==> config.mk <==
export PLATFORM = sky130hd
export DESIGN_NAME = meeting_room_allocator_top
export DESIGN_NICKNAME = d
export VERILOG_FILES = /design/src/mra_pkg.sv /design/src/mra_room_store.sv /design/src/mra_ctrl.sv /design/src/meeting_room_allocator_top.sv
export SDC_FILE = /design/constraint.sdc
export NUM_CORES = 2
export LEC_CHECK = 0
export ABC_AREA = 1
export BUFFER_PORTS_ARGS = -buffer_cell sky130_fd_sc_hd__clkbuf_2
export CORE_MARGIN = 2
export CORE_UTILIZATION = 50
export DETAILED_ROUTE_END_ITERATION = 10
export PLACE_DENSITY = 0.67
export SLEW_MARGIN = 10
export SYNTH_ARGS = -nofsm -noshare
export SYNTH_HDL_FRONTEND = slang
export SYNTH_HIERARCHICAL = 1
export SYNTH_SLANG_ARGS = --single-unit
==> constraint.sdc <==
create_clock -name clk -period 6.78 [get_ports clk]
set_input_delay 1.356 -clock clk [delete_from_list [all_inputs] [get_ports clk]]
set_output_delay 1.356 -clock clk [all_outputs]
set_load 0.02 [all_outputs]
==> src/mra_pkg.sv <==
// shared constants and types for the meeting room allocator
package mra_pkg;

	// number of rooms held in the store
	localparam int ROOMS = 16;
	// bits needed to number a room
	localparam int ROOM_W = (ROOMS > 1) ? $clog2(ROOMS) : 1;
	// field widths fixed by the stream format
	localparam int CFG_W = 5;
	localparam int REQ_W = 32;
	localparam int TIME_W = 40;
	localparam int COUNT_W = 32;
	localparam int ROOM_FIELD_W = 4;
	localparam int IN_TDATA_W = 2 * REQ_W;
	localparam int OUT_TDATA_W = 2 * ROOM_FIELD_W + 2 * TIME_W + COUNT_W;

	localparam logic [TIME_W-1:0] TIME_MAX = '1;
	localparam logic [COUNT_W-1:0] COUNT_MAX = '1;

	// request from the sequencer to the room store
	typedef struct packed {
		logic              clr;
		logic [ROOM_W-1:0] rd_addr;
		logic              wr_en;
		logic [ROOM_W-1:0] wr_addr;
		logic [TIME_W-1:0] wr_free;
		logic [COUNT_W-1:0] wr_count;
	} store_req_t;

	// read data from the room store, zero for rooms not booked since a clear
	typedef struct packed {
		logic [TIME_W-1:0]  free_at;
		logic [COUNT_W-1:0] count;
	} store_rd_t;

endpackage

==> src/mra_room_store.sv <==
// per-room free time and booking count with valid bits for fast clearing
module mra_room_store (
	input  logic                clk,
	input  logic                arst_n,
	input  mra_pkg::store_req_t req,
	output mra_pkg::store_rd_t  rd
);

	logic [mra_pkg::ROOMS-1:0]   valid_q;
	logic [mra_pkg::TIME_W-1:0]  free_q [mra_pkg::ROOMS];
	logic [mra_pkg::COUNT_W-1:0] count_q [mra_pkg::ROOMS];

	// valid bits: cleared by reset or a new batch, set on booking
	always_ff @(posedge clk or negedge arst_n) begin
		if (!arst_n) begin
			valid_q <= '0;
		end else if (req.clr) begin
			valid_q <= '0;
		end else if (req.wr_en) begin
			valid_q[req.wr_addr] <= 1'b1;
		end
	end

	// room payload
	always_ff @(posedge clk) begin
		if (req.wr_en) begin
			free_q[req.wr_addr]  <= req.wr_free;
			count_q[req.wr_addr] <= req.wr_count;
		end
	end

	// single read port, unbooked rooms read as zero
	always_comb begin
		if (valid_q[req.rd_addr]) begin
			rd.free_at = free_q[req.rd_addr];
			rd.count   = count_q[req.rd_addr];
		end else begin
			rd.free_at = '0;
			rd.count   = '0;
		end
	end

endmodule

==> src/mra_ctrl.sv <==
// sequencer: scans rooms with one compare unit, books the chosen room, holds the result
module mra_ctrl (
	input  logic                                clk,
	input  logic                                arst_n,
	input  logic [mra_pkg::ROOM_W-1:0]          last_room,
	input  logic                                s_axis_tvalid,
	output logic                                s_axis_tready,
	input  logic [mra_pkg::IN_TDATA_W-1:0]      s_axis_tdata,
	input  logic                                s_axis_tuser,
	output logic                                m_axis_tvalid,
	input  logic                                m_axis_tready,
	output logic [mra_pkg::OUT_TDATA_W-1:0]     m_axis_tdata,
	output logic                                m_axis_tuser,
	output mra_pkg::store_req_t                 st_req,
	input  mra_pkg::store_rd_t                  st_rd
);

	typedef enum logic [1:0] {
		ST_IDLE,
		ST_SCAN,
		ST_BOOK
	} state_t;

	state_t                        state_q;
	logic [mra_pkg::REQ_W-1:0]     start_q;
	logic [mra_pkg::REQ_W-1:0]     dur_q;
	logic [mra_pkg::ROOM_W-1:0]    idx_q;
	logic [mra_pkg::ROOM_W-1:0]    min_idx_q;
	logic [mra_pkg::TIME_W-1:0]    min_q;
	logic [mra_pkg::ROOM_W-1:0]    chosen_q;
	logic [mra_pkg::TIME_W-1:0]    act_start_q;
	logic [mra_pkg::ROOM_W-1:0]    best_room_q;
	logic [mra_pkg::COUNT_W-1:0]   best_count_q;
	logic                          out_valid_q;
	logic [mra_pkg::ROOM_W-1:0]    out_room_q;
	logic [mra_pkg::TIME_W-1:0]    out_start_q;
	logic [mra_pkg::TIME_W-1:0]    out_end_q;
	logic [mra_pkg::ROOM_W-1:0]    out_best_room_q;
	logic [mra_pkg::COUNT_W-1:0]   out_best_count_q;
	logic                          out_sat_q;

	logic [mra_pkg::REQ_W-1:0]     in_start;
	logic [mra_pkg::REQ_W-1:0]     in_end;
	logic [mra_pkg::REQ_W-1:0]     in_dur;
	logic                          accept;
	logic [mra_pkg::TIME_W-1:0]    start_ext;
	logic                          is_free;
	logic                          take_min;
	logic [mra_pkg::TIME_W-1:0]    cur_min;
	logic [mra_pkg::ROOM_W-1:0]    cur_min_idx;
	logic [mra_pkg::TIME_W:0]      end_sum;
	logic                          end_sat;
	logic [mra_pkg::TIME_W-1:0]    act_end;
	logic [mra_pkg::COUNT_W-1:0]   new_count;
	logic                          out_free;
	logic                          book_go;
	logic                          best_take;

	// input unpacking and duration, zero when end is not after start
	assign in_start = s_axis_tdata[mra_pkg::REQ_W-1:0];
	assign in_end   = s_axis_tdata[2*mra_pkg::REQ_W-1:mra_pkg::REQ_W];
	assign in_dur   = (in_end > in_start) ? (in_end - in_start) : '0;

	assign s_axis_tready = (state_q == ST_IDLE);
	assign accept        = s_axis_tvalid && s_axis_tready;

	// scan compare unit: free test and running earliest-free tracking
	assign start_ext   = {{(mra_pkg::TIME_W-mra_pkg::REQ_W){1'b0}}, start_q};
	assign is_free     = (st_rd.free_at <= start_ext);
	assign take_min    = (idx_q == '0) || (st_rd.free_at < min_q);
	assign cur_min     = take_min ? st_rd.free_at : min_q;
	assign cur_min_idx = take_min ? idx_q : min_idx_q;

	// booking arithmetic: saturating end time and count
	assign end_sum   = {1'b0, act_start_q} + {{(mra_pkg::TIME_W+1-mra_pkg::REQ_W){1'b0}}, dur_q};
	assign end_sat   = end_sum[mra_pkg::TIME_W];
	assign act_end   = end_sat ? mra_pkg::TIME_MAX : end_sum[mra_pkg::TIME_W-1:0];
	assign new_count = (st_rd.count == mra_pkg::COUNT_MAX) ? st_rd.count
		: st_rd.count + 1'b1;
	assign best_take = (new_count > best_count_q)
		|| ((new_count == best_count_q) && (chosen_q < best_room_q));

	// booking waits only while the held result is still unclaimed
	assign out_free = !out_valid_q || m_axis_tready;
	assign book_go  = (state_q == ST_BOOK) && out_free;

	// store request
	always_comb begin
		st_req.clr      = accept && s_axis_tuser;
		st_req.rd_addr  = (state_q == ST_BOOK) ? chosen_q : idx_q;
		st_req.wr_en    = book_go;
		st_req.wr_addr  = chosen_q;
		st_req.wr_free  = act_end;
		st_req.wr_count = new_count;
	end

	// sequencer, running best and result register
	always_ff @(posedge clk or negedge arst_n) begin
		if (!arst_n) begin
			state_q          <= ST_IDLE;
			start_q          <= '0;
			dur_q            <= '0;
			idx_q            <= '0;
			min_idx_q        <= '0;
			min_q            <= '0;
			chosen_q         <= '0;
			act_start_q      <= '0;
			best_room_q      <= '0;
			best_count_q     <= '0;
			out_valid_q      <= 1'b0;
			out_room_q       <= '0;
			out_start_q      <= '0;
			out_end_q        <= '0;
			out_best_room_q  <= '0;
			out_best_count_q <= '0;
			out_sat_q        <= 1'b0;
		end else begin
			// claimed result drops unless a new booking lands in the same cycle
			if (out_valid_q && m_axis_tready && !book_go) begin
				out_valid_q <= 1'b0;
			end
			unique case (state_q)
				ST_IDLE: begin
					if (accept) begin
						start_q <= in_start;
						dur_q   <= in_dur;
						idx_q   <= '0;
						if (s_axis_tuser) begin
							best_room_q  <= '0;
							best_count_q <= '0;
						end
						state_q <= ST_SCAN;
					end
				end
				ST_SCAN: begin
					min_q     <= cur_min;
					min_idx_q <= cur_min_idx;
					if (is_free) begin
						chosen_q    <= idx_q;
						act_start_q <= start_ext;
						state_q     <= ST_BOOK;
					end else if (idx_q == last_room) begin
						chosen_q    <= cur_min_idx;
						act_start_q <= cur_min;
						state_q     <= ST_BOOK;
					end else begin
						idx_q <= idx_q + 1'b1;
					end
				end
				ST_BOOK: begin
					if (out_free) begin
						if (best_take) begin
							best_room_q  <= chosen_q;
							best_count_q <= new_count;
						end
						out_valid_q      <= 1'b1;
						out_room_q       <= chosen_q;
						out_start_q      <= act_start_q;
						out_end_q        <= act_end;
						out_best_room_q  <= best_take ? chosen_q : best_room_q;
						out_best_count_q <= best_take ? new_count : best_count_q;
						out_sat_q        <= end_sat;
						state_q          <= ST_IDLE;
					end
				end
				default: begin
					state_q <= ST_IDLE;
				end
			endcase
		end
	end

	// result packing
	assign m_axis_tvalid = out_valid_q;
	assign m_axis_tuser  = out_sat_q;
	assign m_axis_tdata  = {out_best_count_q,
		mra_pkg::ROOM_FIELD_W'(out_best_room_q),
		out_end_q,
		out_start_q,
		mra_pkg::ROOM_FIELD_W'(out_room_q)};

	// scan never runs past the last active room
	a_scan_bound: assert property (@(posedge clk) disable iff (!arst_n)
		(state_q == ST_SCAN) |-> (idx_q <= last_room))
		else $error("scan index beyond last active room");

	// an accepted item always starts a scan
	a_accept_scan: assert property (@(posedge clk) disable iff (!arst_n)
		accept |=> (state_q == ST_SCAN))
		else $error("accepted item did not start a scan");

	// bookings only land in active rooms
	a_book_room: assert property (@(posedge clk) disable iff (!arst_n)
		st_req.wr_en |-> (st_req.wr_addr <= last_room))
		else $error("booking written to inactive room");

	// a saturated result carries the maximum end time
	a_sat_end: assert property (@(posedge clk) disable iff (!arst_n)
		(out_valid_q && out_sat_q) |-> (out_end_q == mra_pkg::TIME_MAX))
		else $error("saturated result without maximum end time");

	// a new item's result follows a booking, never an idle sequencer
	a_result_src: assert property (@(posedge clk) disable iff (!arst_n)
		$rose(out_valid_q) |-> ($past(state_q) == ST_BOOK))
		else $error("result raised outside booking");

endmodule

==> src/meeting_room_allocator_top.sv <==
// top level of the meeting room allocator: room count register, sequencer and room store
//
// Each booking item is accepted, then the single compare unit walks the active rooms
// in order, one room per cycle (it stops at the first free room, or visits every
// active room to find the earliest release), and the booking is written back. The
// input is not ready from acceptance until the write-back. The finished result
// sits in an output register, so the next item is taken while it waits; only the
// write-back of a following item waits for that result to be claimed. A request with
// new_batch set clears all room times and counts in the cycle it is accepted. Requests
// are expected in non-decreasing start order. The user must write the room count
// register only while the block is idle; the block itself does not enforce it. Zero is
// treated as one room and values above 16 as 16.
module meeting_room_allocator_top (
	input  logic                                clk,
	input  logic                                arst_n,
	// configuration: num_rooms
	input  logic                                cfg_we,
	input  logic [mra_pkg::CFG_W-1:0]           cfg_wdata,
	// request stream
	input  logic                                s_axis_tvalid,
	output logic                                s_axis_tready,
	// tdata: start_time[31:0], stop_time[63:32]
	input  logic [mra_pkg::IN_TDATA_W-1:0]      s_axis_tdata,
	// tuser: new_batch
	input  logic                                s_axis_tuser,
	// result stream
	output logic                                m_axis_tvalid,
	input  logic                                m_axis_tready,
	// tdata: room[3:0], actual_start[43:4], actual_end[83:44],
	// most_booked_room[87:84], most_booked_count[119:88]
	output logic [mra_pkg::OUT_TDATA_W-1:0]     m_axis_tdata,
	// tuser: time_saturated
	output logic                                m_axis_tuser
);

	localparam int CMP_W = 8;
	localparam logic [CMP_W-1:0] ROOMS_C = CMP_W'(mra_pkg::ROOMS);

	logic [mra_pkg::CFG_W-1:0]   num_rooms_q;
	logic [CMP_W-1:0]            num_ext;
	logic [CMP_W-1:0]            last_ext;
	logic [mra_pkg::ROOM_W-1:0]  last_room;
	mra_pkg::store_req_t         st_req;
	mra_pkg::store_rd_t          st_rd;

	// room count register
	always_ff @(posedge clk or negedge arst_n) begin
		if (!arst_n) begin
			num_rooms_q <= mra_pkg::CFG_W'(16);
		end else if (cfg_we) begin
			num_rooms_q <= cfg_wdata;
		end
	end

	// clamp the room count to one through the store size, as last room index
	assign num_ext = {{(CMP_W-mra_pkg::CFG_W){1'b0}}, num_rooms_q};
	always_comb begin
		if (num_ext == '0) begin
			last_ext = '0;
		end else if (num_ext > ROOMS_C) begin
			last_ext = ROOMS_C - 1'b1;
		end else begin
			last_ext = num_ext - 1'b1;
		end
	end
	assign last_room = last_ext[mra_pkg::ROOM_W-1:0];

	mra_ctrl u_ctrl (
		.clk           (clk),
		.arst_n        (arst_n),
		.last_room     (last_room),
		.s_axis_tvalid (s_axis_tvalid),
		.s_axis_tready (s_axis_tready),
		.s_axis_tdata  (s_axis_tdata),
		.s_axis_tuser  (s_axis_tuser),
		.m_axis_tvalid (m_axis_tvalid),
		.m_axis_tready (m_axis_tready),
		.m_axis_tdata  (m_axis_tdata),
		.m_axis_tuser  (m_axis_tuser),
		.st_req        (st_req),
		.st_rd         (st_rd)
	);

	mra_room_store u_store (
		.clk    (clk),
		.arst_n (arst_n),
		.req    (st_req),
		.rd     (st_rd)
	);

endmodule

Word level (Yosys, flattened, before mapping)
Memory sizes are Yosys's and may differ from the RTL's.
Cells that the tools add are included.

operators by class
  bitwise operators = 1
  add/sub/neg operators = 5
  mux-type cells = 43
  order comparisons = 9
  reduce and logical (&&, ||, !) cells = 25
  eq/ne operators = 11

operators with widths
  operator                                                                      count
  32-bit two-way mux                                                            6
  40-bit two-way mux                                                            4
  72-bit two-way mux                                                            1
  32-bit > comparator                                                           2
  32-bit case mux with 2 select lines                                           1
  4-bit two-way mux                                                             13
  40-bit by 32-bit adder with 41-bit output                                     1
  40-bit by 32-bit <= comparator with 1-bit output                              1
  40-bit less-than comparator                                                   1
  32-bit by 1-bit adder with 32-bit output, second input constant               1
  32-bit equality test                                                          1
  32-bit equality test, second input constant                                   1
  16-bit two-way mux                                                            2
  32-bit subtractor                                                             1
  16-bit OR                                                                     1
  4-bit case mux with 2 select lines                                            2
  4-bit by 5-bit less-than comparator with 1-bit output, second input constant  2
  8-bit zero test                                                               1
  2-bit two-way mux                                                             4
  2-bit != test, second input constant                                          4
  4-bit AND reduction                                                           2
  2-bit nonzero test                                                            4
  1-bit logical AND                                                             7
  1-bit two-way mux                                                             7
  19 further kinds                                                              24

storage, ports and cells
  word-level logic and storage cells = 115
  output and inout port bits = 123
  flip-flop bits (word level) = 337
  memories kept = 2
  RAM bits = 1152

memories
  name             words  bits a word  read ports  clocked after memory_dff  wr ports  RTL line              RTL
  u_store.free_q   16     40           1           0                         1         mra_room_store.sv:10  logic [mra_pkg::TIME_W-1:0] free_q [mra_pkg::ROOMS];
  u_store.count_q  16     32           1           0                         1         mra_room_store.sv:11  logic [mra_pkg::COUNT_W-1:0] count_q [mra_pkg::ROOMS];

Logic depth before layout (Yosys ltp)
  depth in word-level cells = 13
  mapped depth = 42
  gate-level depth less buffers = 38

Modules after synthesis
Netlist, hierarchy kept.

modules (own cells, without submodules)
  module                      sequential area each (sq um)  cells each  area an instance (sq um)  instances
  mra_room_store              34993.6                       4916        50433.4                   1
  mra_ctrl                    7907.6                        3145        21787.1                   1
  meeting_room_allocator_top  126.4                         38          295.3                     1

Worst setup path before layout
No wires, ideal clock.

  path type = input to register
  from = input m_axis_tready
  to = memory u_store/count_q[4][0] (netlist bit) (enable)
  cell stages on the path = 9
  buffers on the path = 3
  path slack = 0.923 ns
  data arrival time = 5.353 ns
  library setup time = 0.504 ns
  cell sequence = nor2_1 > nor2_1 > buf_2 > buf_2 > buf_4 > inv_1 > nor3_1 > inv_1 > nor2_1

between the ends
  cells in the longest elaborated chain, start to end = 4

ends and longest elaborated chain
  what                                     RTL line                          RTL
  start, declared                          meeting_room_allocator_top.sv:28  input logic m_axis_tready,
  1-bit logical OR                         mra_ctrl.sv:84                    assign out_free = !out_valid_q || m_axis_tready;
  1-bit logical AND                        mra_ctrl.sv:85                    assign book_go = (state_q == ST_BOOK) && out_free;
  named net u_ctrl.book_go                 mra_ctrl.sv:56                    logic book_go;
  1-bit two-way mux                        mra_room_store.sv:26              if (req.wr_en) begin
  1-bit two-way mux (not written as such)  mra_room_store.sv:28              count_q[req.wr_addr] <= req.wr_count;
  end, declared                            mra_room_store.sv:11

The timed path passes the listed nets, and every way through them passes these cells.

==> summary.md <==
| Metric | Value |
|---|---|
| RSZ-0062 raised after global routing | false |
| # port buffers | 197 |
| Die width | 385 um |
| DRC | 0 |
| Crit path DAT | 7.04 ns |
| Setup violations, final | 0 |
| CP max-delay cell | dfrtp_1 |
| Slew @ Worst Pin | 1.30 ns |
| Multi-input gate area | 0.0229 mm^2 |
| CTS tree | yes |
| CTS hold repair buffers | 0 |
| Final slew viol count | 0 |
| Vias | 55.6k |
| CP Class | reg2reg |
| Number of core rows | 139 |
| Setup_tns | 0 ns |
| # fillers | 12.5k |
| Maximum fanout along the worst path | 37 |
| Initial antenna violation count | 2 |
| Final instance area | 0.0806 mm^2 |
| Worst-case clock buffer depth | 3 |
| Worst vdd ir | 0.900 mV |
| Total grt overflow | 0 |
| HP Class | reg2reg |
| Largest net degree at the start of global routing | 156 |
| Area Growth Syn to Fin | 11.1% |
| Gate Count Post-Synth | 8099 |
| Post-Syn Area per Cell | 8.95 um^2 |
| Asr flop ratio synth | 22.6% |
| Number of synthesized flops with an enable pin | 1152 |
| Register-to-register setup slack | 0.38 ns |
| DRT Pass-1 Iters | 6 |
| Die area | 0.148 mm^2 |
| Commonest non-fill, non-tap cell in the layout | nand2_1 |
| Crit path from | u_ctrl/state_q[1] |
| Worst setup endpoint | u_ctrl/out_best_room_q[0] |
| Crit. End Element | flip-flop |
| Clk Latency, worst-skew pair | 0.79 ns |
| Share of cells above drive strength 1 | 7.66% |
| Drt initial violations | 6649 |
| Reg-to-Reg Start | u_ctrl/state_q[1] |
| DR WL/cell | 20.3 um |
| Clock Skew | 0.0338 ns |
| GRT Total Usage | 27.9% |
| I/O Pins | 198 |
| Leakage power | 37.8 nW |
| Top cell by count, worst path | nand2_1 |
| # clock sinks | 1489 |
| Most frequent cells in the layout | nand2_1 (2691), inv_1 (1312), edfxtp_1 (1152), nand3_1 (1116), dfrtp_1 (336) |
| Core Area | 0.144 mm^2 |
| Status | completed |
| Die Ht | 385 um |
| Final period utilization | 94.3% |
| Nets | 8470 |
| H-tree depth | 4 |
| Dpl cell area | 0.0757 mm^2 |
| Post-synth cell types | 49 |
| Max-cap viol count | 0 |
| Register area share after synthesis | 59.3% |
| Worst-path clk slew | 0.06 ns |
| CP max stage delay | 0.47 ns |
| Final hold violation count | 0 |
| First-pass GRT wire length | 314000 um |
| CTS Buf Count | 151 |
| Syn Std Cell Area | 0.0725 mm^2 |
| Fmax achieved | 156 MHz |
| Slew HR | 12.4% |
| Synth Warn # | 6 |
| Tmin final | 6.40 ns |
| Hpwl dp | 127000 um |
| FF-to-FF path depth | 32 |
| Post-Syn Nets | 8350 |
| RePlAce Congestion | 0.944 |
| Startpoint Class | flip-flop |
| Required @ worst endpoint | 7.43 ns |
| Initial core utilization | 50.4% |
| WL final | 208000 um |
| Combined flip-flop and latch cell area | 0.0430 mm^2 |
| Cell Pwr Density | 522 mW/mm^2 |
| Number of global-route vias before repair | 52.5k |
| Final ANT Viol Nets | 0 |
| Vias per inst | 5.43 |
| FF+latch count, synth | 1489 |
| Synth Flop Type | edfxtp_1 |
| Worst Hold Launch | u_ctrl/out_start_q[24] |
| RR Endpoint | u_ctrl/out_best_room_q[0] |
| Root Driver | clkbuf_16 |
==> registers in the layout (all words and copies together), names as in the netlist <==
name	count
u_ctrl/chosen_q	4
u_ctrl/best_count_q	32
num_rooms_q	5
u_ctrl/dur_q	32
u_ctrl/m_axis_tuser	1
u_ctrl/min_q	40
u_ctrl/act_start_q	40
u_ctrl/state_q	2
u_ctrl/out_end_q	40
u_store/count_q	512
u_ctrl/out_best_room_q	4
u_ctrl/min_idx_q	4
u_store/valid_q	16
u_ctrl/m_axis_tvalid	1
u_ctrl/out_best_count_q	32
u_ctrl/out_start_q	40
u_ctrl/idx_q	4
u_ctrl/best_room_q	4
u_ctrl/start_q	32
u_store/free_q	640
u_ctrl/out_room_q	4
==> layout make-up <==
cell class,instances,area share (%)
well taps,1903,2.96
diodes,1,0.00311
multi-input cells,4905,28.4
clock inverters,72,0.804
flip-flops and latches,1489,53.4
clock buffers,204,5.15
inverters,1356,6.39
repair buffers,316,2.86
==> worst min-delay path by stage <==
stage                                          to  depth (start not counted)  slack (ns)
after global routing       u_ctrl/out_start_q[24]                          2        0.49
after global placement     u_ctrl/out_start_q[25]                          2        0.45
after floorplan           u_ctrl/best_count_q[10]                          2        0.45
after detailed placement   u_ctrl/out_start_q[16]                          2        0.46
final                      u_ctrl/out_start_q[24]                          2        0.47
after CTS                  u_ctrl/out_start_q[16]                          2        0.47
==> timing repair <==
item / 4_1_cts / 5_1_grt
resized for setup: 0 / 10
buffers inserted: 0 / 2
setup endpoints to repair: 0 / 72
endpoints found under the hold margin: 0 / 0
==> power by group <==
| group | switching (mW) | internal (mW) | leakage, nW | total [mW] |
|---|---|---|---|---|
| clock | 3.55 | 4.59 | 2.35 | 8.14 |
| combinational | 15.0 | 5.48 | 20.6 | 20.4 |
| sequential | 0.696 | 12.8 | 14.9 | 13.5 |
==> per-layer routing <==
| layer | vias to the layer above | wire length [um] | global-route usage (%) |
|---|---|---|---|
| met4 | 2 | 5670 | 8.56 |
| met3 | 350 | 19400 | 4.49 |
| met5 | - | 13 | 0 |
| met1 | 26500 | 90100 | 41.1 |
| li1 | 26200 | - | - |
| met2 | 2511 | 92800 | 42.5 |
==> per-stage QoR <==
step	utilization (%)	hold slack, ns	instances	power, mW	setup WS (ns)
floorplan	-	0.450	8099	26.7	0.923
global placement	52.6	0.454	9965	33.3	0.406
detailed placement	52.6	0.457	9965	33.6	0.352
CTS	56.0	0.472	10200	41.8	0.246
global route	56.0	0.492	10200	44.8	0.0394
finish	56.0	0.469	10200	42.1	0.385
==> kinds of logic (layout without fill, tap and decap cells) <==
| family | Yosys count | in the layout | synth area share (%) |
|---|---|---|---|
| and+or+nand+nor | 4258 | 4258 | 24.5 |
| AOI/OAI and AO/OA | 413 | 413 | 3.10 |
| adders and majority gates | 176 | 176 | 3.06 |
| DFF | 1489 | 1489 | 59.3 |
| xor gates and xnor gates | 58 | 58 | 0.701 |
| buffers and inverters | 1705 | 1948 | 9.28 |
| other | 0 | 1 | 0 |
==> critical path: cells and delay by family (launching register included) <==
family          cells  cell delay (ns)
flops               1             0.47
compound gates      1             0.43
fa+ha+maj           1             0.29
xor+xnor            1             0.19
simple gates       20             2.99
buf+inv             9             1.82
==> cells in the mapped netlist, types with 27 or more instances <==
| cell type | number | share of area (%) |
|---|---|---|
| xor2_1 | 31 | 0.37 |
| nand2_1 | 2692 | 14 |
| a31oi_1 | 53 | 0.46 |
| clkbuf_1 | 99 | 0.51 |
| nor2_1 | 327 | 1.7 |
| edfxtp_1 | 1152 | 48 |
| nand3_1 | 1116 | 7.7 |
| inv_2 | 27 | 0.14 |
| nand4_1 | 34 | 0.29 |
| o21ai_0 | 153 | 1.1 |
| xnor2_1 | 27 | 0.33 |
| a21oi_1 | 149 | 1.0 |
| dfrtp_1 | 336 | 12 |
| ha_1 | 174 | 3.0 |
| inv_1 | 1326 | 6.9 |
| nor3_1 | 27 | 0.19 |
| buf_2 | 210 | 1.4 |
(Power assumes the default switching activity.)
